==> src/design/lsdrs_pkg.sv <==
// ----------------------------------------------------------------------------
// lsdrs_pkg
// Shared types, constants and helpers for the 24-bit key LSD radix sorter.
// ----------------------------------------------------------------------------
`default_nettype none

package lsdrs_pkg;

   // record and digit geometry
   localparam int REC_W        = 64;
   localparam int DIGIT_W      = 8;
   localparam int DIGIT_VALUES = 256;
   localparam int BIN_W        = 9;   // bin counter, holds 0..DIGIT_VALUES

   // parameter defaults
   localparam int MAX_RECORDS_DEF  = 1024;
   localparam int DIGIT_PASSES_DEF = 3;

   // request opcodes
   localparam logic OP_LOAD = 1'b0;
   localparam logic OP_READ = 1'b1;

   // controller states
   typedef enum logic [2:0] {
      ST_CLEAR,
      ST_IDLE,
      ST_LOAD_INC,
      ST_PREFIX,
      ST_SCAT_A,
      ST_SCAT_B,
      ST_RD_WAIT,
      ST_RD_DATA
   } ctl_state_type;

   // controller -> datapath commands
   typedef struct packed {
      logic clr_step;    // zero one histogram row, advance bin
      logic load;        // store a record, read histogram bins
      logic load_inc;    // write back incremented histogram bins
      logic sort_init;   // start pass 0
      logic pfx_step;    // one step of the exclusive prefix sum
      logic scat_a;      // take source record, look up its offset
      logic scat_b;      // write record to destination, bump offset
      logic next_pass;   // move on to the next digit pass
      logic finish;      // sort done
      logic sorting;     // source store is addressed by the scatter index
      logic rd_capture;  // register the response word
   } ctl_cmd_type;

   // datapath -> controller status
   typedef struct packed {
      logic clr_last;    // last histogram row being cleared
      logic pfx_end;     // prefix sum has covered all bins
      logic scat_done;   // all records of this pass scattered
      logic pass_last;   // current pass is the final one
      logic sorted;      // current set is sorted
   } ctl_status_type;

   // digit number 'pass' of a record
   function automatic logic [DIGIT_W-1:0] digit_of(input logic [REC_W-1:0] rec,
                                                   input logic [1:0] pass);
      digit_of = rec[{pass, 3'b000} +: DIGIT_W];
   endfunction

endpackage

`default_nettype wire

==> src/design/lsdrs_ctrl.sv <==
// ----------------------------------------------------------------------------
// lsdrs_ctrl
// Sequencer: histogram clear after reset, load, prefix/scatter passes, read.
// ----------------------------------------------------------------------------
`default_nettype none

module lsdrs_ctrl
   import lsdrs_pkg::*;
(
   input  wire logic           clock,
   input  wire logic           reset,
   input  wire logic           start,
   input  wire logic           req_op,
   input  ctl_status_type      status,
   output logic                busy,
   output ctl_cmd_type         cmd
);

   ctl_state_type state_ff;
   ctl_state_type state_in;

   // state register
   always_ff @(posedge clock) begin
      if (reset) begin
         state_ff <= ST_CLEAR;
      end else begin
         state_ff <= state_in;
      end
   end

   // next state and commands
   always_comb begin
      state_in = state_ff;
      cmd      = '0;
      busy     = 1'b1;
      unique case (state_ff)
         ST_CLEAR: begin
            cmd.clr_step = 1'b1;
            if (status.clr_last) begin
               state_in = ST_IDLE;
            end
         end
         ST_IDLE: begin
            busy = 1'b0;
            if (start) begin
               if (req_op == OP_LOAD) begin
                  cmd.load = 1'b1;
                  state_in = ST_LOAD_INC;
               end else if (status.sorted) begin
                  state_in = ST_RD_WAIT;
               end else begin
                  cmd.sort_init = 1'b1;
                  state_in      = ST_PREFIX;
               end
            end
         end
         ST_LOAD_INC: begin
            cmd.load_inc = 1'b1;
            state_in     = ST_IDLE;
         end
         ST_PREFIX: begin
            cmd.sorting  = 1'b1;
            cmd.pfx_step = 1'b1;
            if (status.pfx_end) begin
               if (!status.scat_done) begin
                  state_in = ST_SCAT_A;
               end else if (status.pass_last) begin
                  cmd.finish = 1'b1;
                  state_in   = ST_RD_WAIT;
               end else begin
                  cmd.next_pass = 1'b1;
                  state_in      = ST_PREFIX;
               end
            end
         end
         ST_SCAT_A: begin
            cmd.sorting = 1'b1;
            cmd.scat_a  = 1'b1;
            state_in    = ST_SCAT_B;
         end
         ST_SCAT_B: begin
            cmd.sorting = 1'b1;
            cmd.scat_b  = 1'b1;
            if (!status.scat_done) begin
               state_in = ST_SCAT_A;
            end else if (status.pass_last) begin
               cmd.finish = 1'b1;
               state_in   = ST_RD_WAIT;
            end else begin
               cmd.next_pass = 1'b1;
               state_in      = ST_PREFIX;
            end
         end
         ST_RD_WAIT: begin
            state_in = ST_RD_DATA;
         end
         ST_RD_DATA: begin
            cmd.rd_capture = 1'b1;
            state_in       = ST_IDLE;
         end
         default: begin
            state_in = ST_CLEAR;
         end
      endcase
   end

endmodule

`default_nettype wire

==> config.mk <==
export PLATFORM = sky130hd
export DESIGN_NAME = lsdrs_ctrl
export DESIGN_NICKNAME = d
export VERILOG_FILES = /design/src/design/lsdrs_pkg.sv /design/src/design/lsdrs_ctrl.sv
export SDC_FILE = /design/constraint.sdc
export NUM_CORES = 1
export LEC_CHECK = 0
export BUFFER_PORTS_ARGS = -buffer_cell sky130_fd_sc_hd__buf_2
export CAP_MARGIN = 20
export CORE_AREA = 2 2 39 41
export CTS_CLUSTER_DIAMETER = 200
export DETAILED_ROUTE_END_ITERATION = 6
export DIE_AREA = 0 0 41 43
export GPL_TIMING_DRIVEN = 0
export PLACE_DENSITY_LB_ADDON = 0.25
export SLEW_MARGIN = 20
export SYNTH_ARGS = -nofsm -noshare
export SYNTH_HDL_FRONTEND = slang
export SYNTH_SLANG_ARGS = --single-unit
==> constraint.sdc <==
create_clock -name clock -period 1.2 [get_ports clock]
set_input_delay 0.18 -clock clock [delete_from_list [all_inputs] [get_ports clock]]
set_output_delay 0.18 -clock clock [all_outputs]
set_load 0.05 [all_outputs]
==> impl_metrics.py <==
metrics = {
    "logic_synthesis": {
        "syn_inst": 49,
        "synth_nets": 58,
        "syn-cell-area_um2": 344,
        "synth-warning-count": 0,
        "synth.distinct_cells": 27,
        "synth_area_per_cell_um2": 7.02,
        "synth-seq-cells": 3,
        "ys_seq_area_share_pct": 17.5,
    },
    "power_and_ir_drop": {
        "power.internal_mw": 0.364,
        "irDropWorstVdd_mv": 0.488,
        "power.share.clock_pct": 30.5,
        "seqPwrFrac_pct": 19.8,
        "switching_share_pct": 37.0,
        "p_total_mw": 0.577,
        "p_comb_share_pct": 49.6,
        "p_switching_mw": 0.214,
        "p_leak_nw": 0.399,
        "p_per_area_nw_per_um2": 611,
    },
    "clock_tree": {
        "cts-root-buf": "clkbuf_4",
        "clk_latency_ns": 0.23,
        "cts_hold_buf": 0,
        "clk_pin_slew_ns": 0.04,
        "htreeDepth": 1,
        "cts.sinks": 3,
        "cts_tree": "yes",
        "cts_made_buffers": 3,
        "clockBufferDepth": 2,
    },
    "detailed_routing": {
        "drc": 0,
        "post_drt_wl_per_cell_um": 12.9,
        "vias": 529,
        "first_pass_iters": 4,
        "wirelength_mm": 1.40,
        "drt_iter0_markers": 9,
        "ant_nets": 0,
        "via_per_inst": 4.85,
    },
    "floorplan": {
        "initial_core_util_pct": 24.9,
        "core_um2": 1380,
        "chipWidth_um": 41,
        "io_pins": 21,
        "num_rows": 14,
        "die_h_um": 43,
        "die-area_um2": 1760,
    },
    "final_layout": {
        "fillers": 113,
        "multiInputGateArea_um2": 400,
        "top_regs": "state_ff x3",
        "seqCellArea_um2": 68.8,
        "antenna_cells": 0,
        "syn_to_final_growth_pct": 175,
        "top_register": "state_ff",
        "largest_register_ffs": 3,
        "final_nets": 103,
        "instances_no_fill": 109,
        "drive_above_1_share_pct": 75.3,
    },
    "timing": {
        "post-route-period-util_pct": 124,
        "hold_violations": 0,
        "slew_headroom_pct": 83.8,
        "drv_slew": 0,
        "tightestPinTransition_ns": 0.241,
        "finalSetupTns_ns": -2.40,
        "period_needed_ns": 1.48,
        "fmax_mhz": 674,
        "rsz0062_at_grt": "yes",
        "finClkSkew_ns": 0.00184,
        "setup_ws_ns": -0.283,
        "setup_viol": 14,
    },
    "grt": {
        "grt.overflow.total": 0,
        "grt_pass1_vias": 464,
        "grt.total_usage_pct": 15.7,
        "grt_pass1_wl_mm": 1.87,
        "grt_max_degree": 11,
        "antenna_found_initial": 0,
    },
    "critical_path": {
        "crit_path_end_kind": "output pin",
        "worstSetupPathType": "reg2out",
        "arrival_ns": 1.30,
        "required_ns": 1.02,
        "startpoint_type": "flip-flop",
        "cp_max_fo": 4,
    },
    "flow_run": {
        "maxCapViolCount": 0,
    },
    "place": {
        "port_buffers": 20,
        "place_ws_ns": -0.181,
        "place_inst": 85,
        "dpl.hpwl_um": 815,
        "place_congestion": 0.746,
    },
    "min_path": {
        "hp-class": "in2reg",
    },
    "outcome": {
        "violations": "setup timing",
        "outcome": "finished, violations left",
    },
}
## routing by layer
layer / GRT usage [%] / wire (um)
met5: 0 / 0
met4: 6.00 / 0
met3: 4.71 / 75
met2: 26.9 / 785
met1: 16.7 / 540
## cell families after synthesis
kind of cell | count (synthesis) | synth area share, %
flops | 3 | 17.5
simple gates | 26 | 42.5
mux | 1 | 2.91
compound gates | 13 | 27.6
buf+inv | 6 | 9.45
## layout by cell type (no fill, tap or decap), drive strengths merged, types with 2 or more instances in the layout
master and count:
nor3b 2, a21oi 2, buf 43, nand3 2, inv 3, o21ai 4
nand2 7, nor2 6, nor2b 3, dfxtp 3, clkbuf 4, a211oi 2
## synth_stat cells (all sizes together)
library cell,count,area share (%)
a211oi,2,4.4
a21oi,2,2.9
a221oi,1,4.4
a311oi,1,2.5
and2,1,1.8
and2b,1,2.2
buf,3,6.2
dfxtp,3,17
inv,3,3.3
mux2i,1,2.9
nand2,7,8.4
nand2b,1,1.8
nand3,2,4.4
nand3b,1,2.2
nor2,6,8.7
nor2b,3,5.5
nor3,1,1.5
nor3b,2,4.4
nor4,1,1.8
o2111ai,1,2.5
o21a,1,2.2
o21ai,4,5.8
o32a,1,2.9
## layout make-up
| type | instances | area share [%] |
|---|---|---|
| Tap cell | 16 | 2.12 |
| Clock buffer | 4 | 2.78 |
| Timing Repair Buffer | 40 | 39.2 |
| Sequential cell | 3 | 7.28 |
| Buffer | 3 | 4.89 |
| Inverter | 3 | 1.46 |
| Multi-Input combinational cell | 40 | 42.3 |
## power groups by stage
stage | Clock (mW) | Sequential (mW) | Combinational [mW]
floorplan | 0 | 0.115 | 0.136
global placement | 0 | 0.117 | 0.181
detailed placement | 0 | 0.117 | 0.182
CTS | 0.188 | 0.117 | 0.251
global route | 0.197 | 0.115 | 0.301
finish | 0.176 | 0.114 | 0.287
## worst max-delay path: stages (launching register included)
cell and delay [ns]:
dfxtp_2 0.35, nor2b_4 0.19, nand2_4 0.09, a211oi_4 0.26, buf_6 0.19
## path summary, 6_finish.rpt
check	start	endpoint	depth (start not counted)	slack, ns
worst min register to register	state_ff[0]$_SDFFE_PP0P_	state_ff[2]$_SDFFE_PP0P_	3	0.66
worst min-delay path	reset	state_ff[2]$_SDFFE_PP0P_	2	0.14
worst max register to register	state_ff[1]$_SDFFE_PP0P_	state_ff[2]$_SDFFE_PP0P_	6	-0.12
worst max-delay path	state_ff[1]$_SDFFE_PP0P_	cmd[3]	4	-0.28
## per-stage QoR
step / util (%) / area (um^2) / hold slack, ns
final: 68.4 / 946 / 0.142
after CTS: 59.0 / 817 / 0.130
after floorplan: - / 455 / 0.239
after global placement: 41.6 / 576 / 0.381
after detailed placement: 41.6 / 576 / 0.382
after global routing: 68.4 / 946 / 0.126
## what timing repair did
| action | 4_1_cts | 5_1_grt |
|---|---|---|
| setup endpoints to repair | 14 | 14 |
| setup buffers | 9 | 14 |
| pin swaps | 6 | 7 |
| resized for setup | 43 | 13 |
Note: power is estimated with default switching activity, not from simulation.
